## config.mk

```make
export PLATFORM = sky130hd
export DESIGN_NAME = variable_step_low_pass_filter
export DESIGN_NICKNAME = d
export VERILOG_FILES = /design/src/rtl/vslpf_pkg.sv /design/src/rtl/variable_step_low_pass_filter.sv /design/src/rtl/vslpf_ctrl.sv /design/src/rtl/vslpf_datapath.sv
export SDC_FILE = /design/constraint.sdc
export NUM_CORES = 2
export LEC_CHECK = 0
export BUFFER_PORTS_ARGS = -buffer_cell sky130_fd_sc_hd__buf_2
export CAP_MARGIN = 5
export CORE_UTILIZATION = 58
export CTS_BUF_LIST = sky130_fd_sc_hd__clkbuf_8 sky130_fd_sc_hd__clkbuf_16
export DETAILED_ROUTE_END_ITERATION = 6
export PLACE_DENSITY = 0.78
export SLEW_MARGIN = 25
export SYNTH_ARGS = -nofsm -noshare
export SYNTH_HDL_FRONTEND = slang
export SYNTH_SLANG_ARGS = --single-unit
```

## constraint.sdc

```tcl
create_clock -name clk -period 8.3 [get_ports clk]
set_clock_uncertainty 0.05 [all_clocks]
set_input_delay 0 -clock clk [delete_from_list [all_inputs] [get_ports clk]]
set_output_delay 0 -clock clk [all_outputs]
set_load 0.005 [all_outputs]
```

## src/rtl/vslpf_pkg.sv

```systemverilog
// Shared types and constants for the variable-step low-pass filter.
// Used by the controller, the datapath and the top level; no dependencies.
`timescale 1ns / 1ps
`default_nettype none

package vslpf_pkg;

  localparam int unsigned TAU_W   = 27;
  localparam int unsigned TIME_W  = 48;
  localparam int unsigned VALUE_W = 32;
  localparam int unsigned GAP_W   = 32;

  localparam logic [TAU_W-1:0] TAU_RESET = TAU_W'(1000);

  // Commands from the controller to the datapath
  typedef struct packed {
    logic accept;    // capture an input word
    logic seed;      // accepted word reseeds the filter
    logic gap;       // form the time gap and the difference
    logic prep;      // set up the divider
    logic div_step;  // one quotient bit
    logic mul;       // weight times difference
    logic upd;       // add the step to the held value
    logic out_load;  // move the held value into the output register
  } vslpf_cmd_t;

  // Status from the datapath to the controller
  typedef struct packed {
    logic seed_path; // the offered word starts a series or is the first since reset
  } vslpf_sts_t;

endpackage

`default_nettype wire

```

## src/rtl/variable_step_low_pass_filter.sv

```systemverilog
// Top level of the variable-step low-pass filter.
// Depends on vslpf_pkg, vslpf_ctrl and vslpf_datapath.
//
// Smooths timestamped Q16.16 samples with a first-order low-pass whose
// weight gap/(tau+gap) follows the time between samples. A sample that
// starts a series (or the first after reset) is passed through to the
// output register. Any other sample is accepted, then goes through the gap,
// divider setup, restoring divider (one weight bit per cycle), multiply,
// update and output steps. One sample is worked on at a time; the next is
// taken as soon as the previous result has moved into the output register,
// even while that result is stalled. The time constant is written through
// cfg_valid/cfg_ready; the user must write it only while idle, which the
// block itself does not enforce.
`timescale 1ns / 1ps
`default_nettype none

module variable_step_low_pass_filter #(
  parameter int unsigned WEIGHT_FRAC_BITS = 16
) (
  input  wire                                  clk,
  input  wire                                  rst,
  input  wire                                  cfg_valid,
  output logic                                 cfg_ready,
  input  wire  [vslpf_pkg::TAU_W-1:0]          time_constant_ms,
  input  wire                                  in_valid,
  output logic                                 in_stall,
  input  wire                                  start_series,
  input  wire  [vslpf_pkg::TIME_W-1:0]         sample_time_ms,
  input  wire  signed [vslpf_pkg::VALUE_W-1:0] sample_value,
  output logic                                 out_valid,
  input  wire                                  out_stall,
  output logic signed [vslpf_pkg::VALUE_W-1:0] filtered_value
);

  vslpf_pkg::vslpf_cmd_t cmd;
  vslpf_pkg::vslpf_sts_t sts;

  // Register writes are taken at once
  assign cfg_ready = 1'b1;

  vslpf_ctrl #(
    .WEIGHT_FRAC_BITS(WEIGHT_FRAC_BITS)
  ) u_ctrl (
    .clk      (clk),
    .rst      (rst),
    .in_valid (in_valid),
    .in_stall (in_stall),
    .out_valid(out_valid),
    .out_stall(out_stall),
    .sts      (sts),
    .cmd      (cmd)
  );

  vslpf_datapath #(
    .WEIGHT_FRAC_BITS(WEIGHT_FRAC_BITS)
  ) u_datapath (
    .clk             (clk),
    .rst             (rst),
    .cmd             (cmd),
    .sts             (sts),
    .cfg_valid       (cfg_valid),
    .time_constant_ms(time_constant_ms),
    .start_series    (start_series),
    .sample_time_ms  (sample_time_ms),
    .sample_value    (sample_value),
    .filtered_value  (filtered_value)
  );

endmodule

`default_nettype wire

```

## src/rtl/vslpf_ctrl.sv

```systemverilog
// Controller state machine for the variable-step low-pass filter.
// Depends on vslpf_pkg; drives commands into vslpf_datapath.
`timescale 1ns / 1ps
`default_nettype none

module vslpf_ctrl #(
  parameter int unsigned WEIGHT_FRAC_BITS = 16
) (
  input  wire                  clk,
  input  wire                  rst,
  input  wire                  in_valid,
  output logic                 in_stall,
  output logic                 out_valid,
  input  wire                  out_stall,
  input  vslpf_pkg::vslpf_sts_t sts,
  output vslpf_pkg::vslpf_cmd_t cmd
);

  localparam int unsigned CNT_W = $clog2(WEIGHT_FRAC_BITS);
  localparam logic [CNT_W-1:0] CNT_LAST = CNT_W'(WEIGHT_FRAC_BITS - 1);

  typedef enum logic [2:0] {
    ST_IDLE,
    ST_GAP,
    ST_PREP,
    ST_DIV,
    ST_MUL,
    ST_UPD,
    ST_OUT
  } state_t;

  state_t           state;
  state_t           state_next;
  logic [CNT_W-1:0] cnt;
  logic             accept;
  logic             out_free;

  assign in_stall = (state != ST_IDLE);
  assign accept   = in_valid && (state == ST_IDLE);
  assign out_free = !out_valid || !out_stall;

  // Decode commands from the current state
  always_comb begin
    cmd          = '0;
    cmd.accept   = accept;
    cmd.seed     = accept && sts.seed_path;
    cmd.gap      = (state == ST_GAP);
    cmd.prep     = (state == ST_PREP);
    cmd.div_step = (state == ST_DIV);
    cmd.mul      = (state == ST_MUL);
    cmd.upd      = (state == ST_UPD);
    cmd.out_load = (state == ST_OUT) && out_free;
  end

  // Next state
  always_comb begin
    state_next = state;
    case (state)
      ST_IDLE: begin
        if (accept) begin
          state_next = sts.seed_path ? ST_OUT : ST_GAP;
        end
      end
      ST_GAP:  state_next = ST_PREP;
      ST_PREP: state_next = ST_DIV;
      ST_DIV: begin
        if (cnt == CNT_LAST) begin
          state_next = ST_MUL;
        end
      end
      ST_MUL:  state_next = ST_UPD;
      ST_UPD:  state_next = ST_OUT;
      ST_OUT: begin
        if (out_free) begin
          state_next = ST_IDLE;
        end
      end
      default: state_next = ST_IDLE;
    endcase
  end

  // Hold state, divider count and output valid
  always_ff @(posedge clk) begin
    if (rst) begin
      state     <= ST_IDLE;
      cnt       <= '0;
      out_valid <= 1'b0;
    end else begin
      state <= state_next;
      if (state == ST_DIV) begin
        cnt <= cnt + CNT_W'(1);
      end else begin
        cnt <= '0;
      end
      if (cmd.out_load) begin
        out_valid <= 1'b1;
      end else if (!out_stall) begin
        out_valid <= 1'b0;
      end
    end
  end

endmodule

`default_nettype wire

```

## src/rtl/vslpf_datapath.sv

```systemverilog
// Datapath of the variable-step low-pass filter: gap, restoring divider,
// multiplier and held value. Depends on vslpf_pkg; commanded by vslpf_ctrl.
`timescale 1ns / 1ps
`default_nettype none

module vslpf_datapath #(
  parameter int unsigned WEIGHT_FRAC_BITS = 16
) (
  input  wire                                   clk,
  input  wire                                   rst,
  input  vslpf_pkg::vslpf_cmd_t                 cmd,
  output vslpf_pkg::vslpf_sts_t                 sts,
  input  wire                                   cfg_valid,
  input  wire  [vslpf_pkg::TAU_W-1:0]           time_constant_ms,
  input  wire                                   start_series,
  input  wire  [vslpf_pkg::TIME_W-1:0]          sample_time_ms,
  input  wire  signed [vslpf_pkg::VALUE_W-1:0]  sample_value,
  output logic signed [vslpf_pkg::VALUE_W-1:0]  filtered_value
);

  localparam int unsigned F      = WEIGHT_FRAC_BITS;
  localparam int unsigned TIME_W = vslpf_pkg::TIME_W;
  localparam int unsigned VAL_W  = vslpf_pkg::VALUE_W;
  localparam int unsigned GAP_W  = vslpf_pkg::GAP_W;
  localparam int unsigned DEN_W  = GAP_W + 1;
  localparam int unsigned REM_W  = GAP_W + 2;
  localparam int unsigned PROD_W = F + 2 + VAL_W + 1;

  logic [vslpf_pkg::TAU_W-1:0] tau;
  logic [TIME_W-1:0]           last_time;
  logic                        seeded;
  logic signed [VAL_W-1:0]     held;
  logic [TIME_W-1:0]           t_r;
  logic signed [VAL_W-1:0]     x_r;
  logic [GAP_W-1:0]            gap;
  logic signed [VAL_W:0]       diff;
  logic [DEN_W-1:0]            den;
  logic [REM_W-1:0]            rem;
  logic [F-1:0]                quot;
  logic signed [PROD_W-1:0]    prod;

  logic [TIME_W-1:0]           elapsed;
  logic [GAP_W-1:0]            gap_next;
  logic [REM_W-1:0]            rem_shift;
  logic                        fits;
  logic [F:0]                  weight;
  logic signed [PROD_W-1:0]    prod_next;
  logic signed [PROD_W-1:0]    step_full;
  logic signed [VAL_W-1:0]     held_next;

  assign sts.seed_path = start_series || !seeded;

  // Clamp the gap: backward time gives zero, long gaps saturate
  assign elapsed  = t_r - last_time;
  always_comb begin
    if (t_r < last_time) begin
      gap_next = '0;
    end else if (|elapsed[TIME_W-1:GAP_W]) begin
      gap_next = '1;
    end else begin
      gap_next = elapsed[GAP_W-1:0];
    end
  end

  // One restoring division step
  assign rem_shift = {rem[REM_W-2:0], 1'b0};
  assign fits      = (rem_shift >= {1'b0, den});

  // Weight of one when tau is zero
  assign weight    = (tau == '0) ? {1'b1, {F{1'b0}}} : {1'b0, quot};
  assign prod_next = $signed({1'b0, weight}) * diff;

  // Floor shift of the product, then move the held value
  assign step_full = prod >>> F;
  assign held_next = held + $signed(step_full[VAL_W-1:0]);

  // Control state: register, timestamp, seed flag and held value
  always_ff @(posedge clk) begin
    if (rst) begin
      tau       <= vslpf_pkg::TAU_RESET;
      last_time <= '0;
      seeded    <= 1'b0;
      held      <= '0;
    end else begin
      if (cfg_valid) begin
        tau <= time_constant_ms;
      end
      if (cmd.seed) begin
        held      <= sample_value;
        last_time <= sample_time_ms;
        seeded    <= 1'b1;
      end else begin
        if (cmd.gap) begin
          last_time <= t_r;
        end
        if (cmd.upd) begin
          held <= held_next;
        end
      end
    end
  end

  // Working registers of the datapath
  always_ff @(posedge clk) begin
    if (cmd.accept) begin
      t_r <= sample_time_ms;
      x_r <= sample_value;
    end
    if (cmd.gap) begin
      gap  <= gap_next;
      diff <= $signed({x_r[VAL_W-1], x_r}) - $signed({held[VAL_W-1], held});
    end
    if (cmd.prep) begin
      den  <= {{(DEN_W - vslpf_pkg::TAU_W){1'b0}}, tau} + {1'b0, gap};
      rem  <= {2'b00, gap};
      quot <= '0;
    end
    if (cmd.div_step) begin
      rem  <= fits ? (rem_shift - {1'b0, den}) : rem_shift;
      quot <= {quot[F-2:0], fits};
    end
    if (cmd.mul) begin
      prod <= prod_next;
    end
    if (cmd.out_load) begin
      filtered_value <= held;
    end
  end

endmodule

`default_nettype wire

```

==> results_dict.tcl <==
set metrics [dict create \
    drive_gt1_share_pct 8.82 \
    gp_congestion 0.937 \
    die_x_um 270 \
    r2r-start "u_datapath.tau[26]" \
    dp_hpwl_um 82400 \
    die-height_um 270 \
    critical_path.max_stage_delay_ns 0.56 \
    path_max_fanout 4 \
    synth_area_mm2 0.0416 \
    synth.area.mux_share_pct 0.820 \
    path_common_cell "fa_1" \
    ys_seq_area_share_pct 26.6 \
    drtIter0Drc 3066 \
    synthAdderAreaFrac_pct 33.4 \
    critPathLaunchType "flop" \
    critPathCaptureType "flop" \
    cap_violations 0 \
    path_delay_family "adder cells" \
    grt_max_degree 82 \
    clk_latency_ns 0.59 \
    fin_crit_sh_pct 96.4 \
    finalSetupViolCount 0 \
    ios 148 \
    synth_compound_area_share_pct 11.6 \
    worst_slew_pin_slew_ns 1.03 \
    core-area_mm2 0.0705 \
    arrival_ns 8.29 \
    synth_cell_type_count 74 \
    r2r_slack_ns 0.30 \
    stdcell_count 5640 \
    hold_class "input port to flop" \
    yosys.area_share.simple_pct 15.1 \
    status "completed" \
    hold_start "cfg_valid" \
    cts_max_path_buffers 3 \
    portBuffers 146 \
    syn_to_final_growth_pct 12.2 \
    first_global_vias 33500 \
    grt_pass1_wl_um 179000 \
    cp-startpoint "u_datapath.tau[26]" \
    multi_input_area_mm2 0.0271 \
    r2r_cells 29 \
    drt_pass1_iterations 6 \
    core.rowCount 97 \
    whs_path_depth 3 \
    htreeDepth 2 \
    initial_core_util_pct 59.1 \
    cts_sinks 407 \
    syn_area_per_cell_um2 9.41 \
    ys.flop_type "edfxtp_1" \
    slowest_stage "fa_1" \
    antenna_found_initial 7 \
    cts_tree "built" \
    max_freq_mhz 125 \
    cts_buffers 43 \
    synth_fp_nets 5339 \
    syn_inst 4425 \
    seq_area_mm2 0.0111 \
    synthXorXnorAreaFrac_pct 3.60 \
    cp_data_required_time_ns 8.59 \
    drc 0 \
    die_area_mm2 0.0729 \
    worstSetupPathType "flop to flop" \
    synth_top_family_by_area "adder cells" \
    overflow 0 \
    synth_edf_count 291 \
    slew_headroom_pct 31.4 \
    routed_wl_um 111000 \
    wl_per_cell_um 19.7 \
    path_depth 29 \
    dpl_worst_slack_ns 0.0111 \
    finalNetCount 5574 \
    async_flop_share_pct 0 \
    critical_path_buf_inv_count 6 \
    min_period_ns 8.00 \
    place_inst 5431 \
    via_per_inst 5.88 \
    ant_nets 0 \
    path_clk_slew_ns 0.06 \
    worst_slack_ns 0.296 \
    ys_ff_latch 407 \
    finalMaxSlewViolations 0 \
    num_vias 33200 \
    grt_usage_pct 30.7 \
    num-fill-cells 5360 \
    cts-root-buf "clkbuf_16" \
    yosysWarningCount 0 \
    hold_viol_final 0 \
]
Yosys cell counts, types with 37 or more instances:
cell type | number | share of area, %
a21o_1 | 88 | 1.6
ha_1 | 282 | 8.5
xnor2_1 | 114 | 2.4
fa_1 | 519 | 25
nor3_1 | 51 | 0.61
nand2_1 | 417 | 3.8
o21ai_0 | 108 | 1.3
dfxtp_1 | 116 | 5.6
nand3_1 | 60 | 0.72
xor2_1 | 57 | 1.2
and2_1 | 52 | 0.78
nor2b_1 | 45 | 0.68
a21oi_1 | 276 | 3.3
clkbuf_1 | 195 | 1.8
a22oi_1 | 48 | 0.87
a211oi_1 | 37 | 0.67
edfxtp_1 | 291 | 21
nor2_1 | 208 | 1.9
and3_1 | 319 | 4.8
inv_1 | 759 | 6.8
cells by family (layout without fill, tap and decap cells):
group                    after synthesis  after routing
buffers and inverters                973           1242
multiplexers                          34             34
XOR/XNOR                             171            171
other                                  1              6
flip-flops                           407            407
AND/OR/NAND/NOR                     1271           1272
AO/OA/AOI/OAI                        767            767
adder cells (fa/ha/maj)              801            801
path summary, 6_finish.rpt:
path,to
max,u_datapath.prod[47]
min,u_datapath.tau[24]
max reg2reg,u_datapath.prod[47]
min reg2reg,u_datapath.last_time[32]
worst register-to-register path: cells and delay by family, from the launching register on:
kind / cells / cell delay (ns)
xor+xnor: 1 / 0.12
simple gates: 7 / 1.55
flops: 1 / 0.32
fa+ha+maj: 7 / 3.26
buf+inv: 6 / 0.76
compound gates: 8 / 1.69
stage by stage:
step                area (µm²)   TNS, ns  util [%]  hold slack, ns
floorplan                41600         0         -          0.0489
global route             46700  -0.00614      66.2          0.0797
CTS                      46400         0      65.9          0.0309
finish                   46700         0      66.2          0.0745
detailed placement       43900         0      62.2           0.143
global placement         43800         0      62.1           0.142
routing by layer:
layer,part of all wire (%),routed length (µm),up-vias,GRT usage (%)
li1,-,-,15100,-
met5,0.031,34,-,0
met1,41,46000,16300,43.3
met4,2.8,3150,6,8.64
met2,46,50600,1589,48.3
met3,10,11300,234,6.07
cell usage in the layout, fill, tap and decap left out, types with 23 or more instances in the layout:
cell / n
inv_1: 765
fa_1: 518
nand2_1: 416
and3_1: 318
edfxtp_1: 291
ha_1: 281
a21oi_1: 274
nor2_1: 202
buf_2: 146
buf_4: 134
dfxtp_1: 116
xnor2_1: 114
dlygate4sd3_1: 111
o21ai_0: 108
a21o_1: 88
nand3_1: 59
xor2_1: 57
nor3_1: 50
and2_1: 49
a22oi_1: 48
clkbuf_16: 44
nor2b_1: 43
a211oi_1: 37
mux2i_1: 33
nand2b_1: 30
o21bai_1: 29
nand4_1: 28
o21a_1: 28
o21ai_1: 26
a31oi_1: 23
area by class of cell:
cell class,instances,area share (%)
multi-input combinational,3046,58.0
sequential,407,23.7
timing repair buffer,403,6.51
inverter,759,6.10
tap,940,2.52
clock buffer,49,2.51
clock inverter,31,0.648
antenna,5,0.0268
state kept, by name, indices dropped and copies added, names as in the netlist:
name	count
u_ctrl.cnt	4
u_ctrl.out_valid	1
u_ctrl.state	3
u_datapath.den	33
u_datapath.diff	33
u_datapath.filtered_value	32
u_datapath.gap	32
u_datapath.held	32
u_datapath.last_time	48
u_datapath.prod	32
u_datapath.quot	16
u_datapath.rem	33
u_datapath.seeded	1
u_datapath.t_r	48
u_datapath.tau	27
u_datapath.x_r	32
what timing repair did:
item,4_1_cts,5_1_grt
hold buffers,111,0
pin swaps,1,20
endpoints found under the setup margin,1,6
endpoints found under the hold margin,191,0
resized for setup,0,33
setup buffers,1,11
gates cloned,0,1
Power is not shown: default switching activity piles up to over one toggle a cycle in this logic, so the estimate is an artifact.
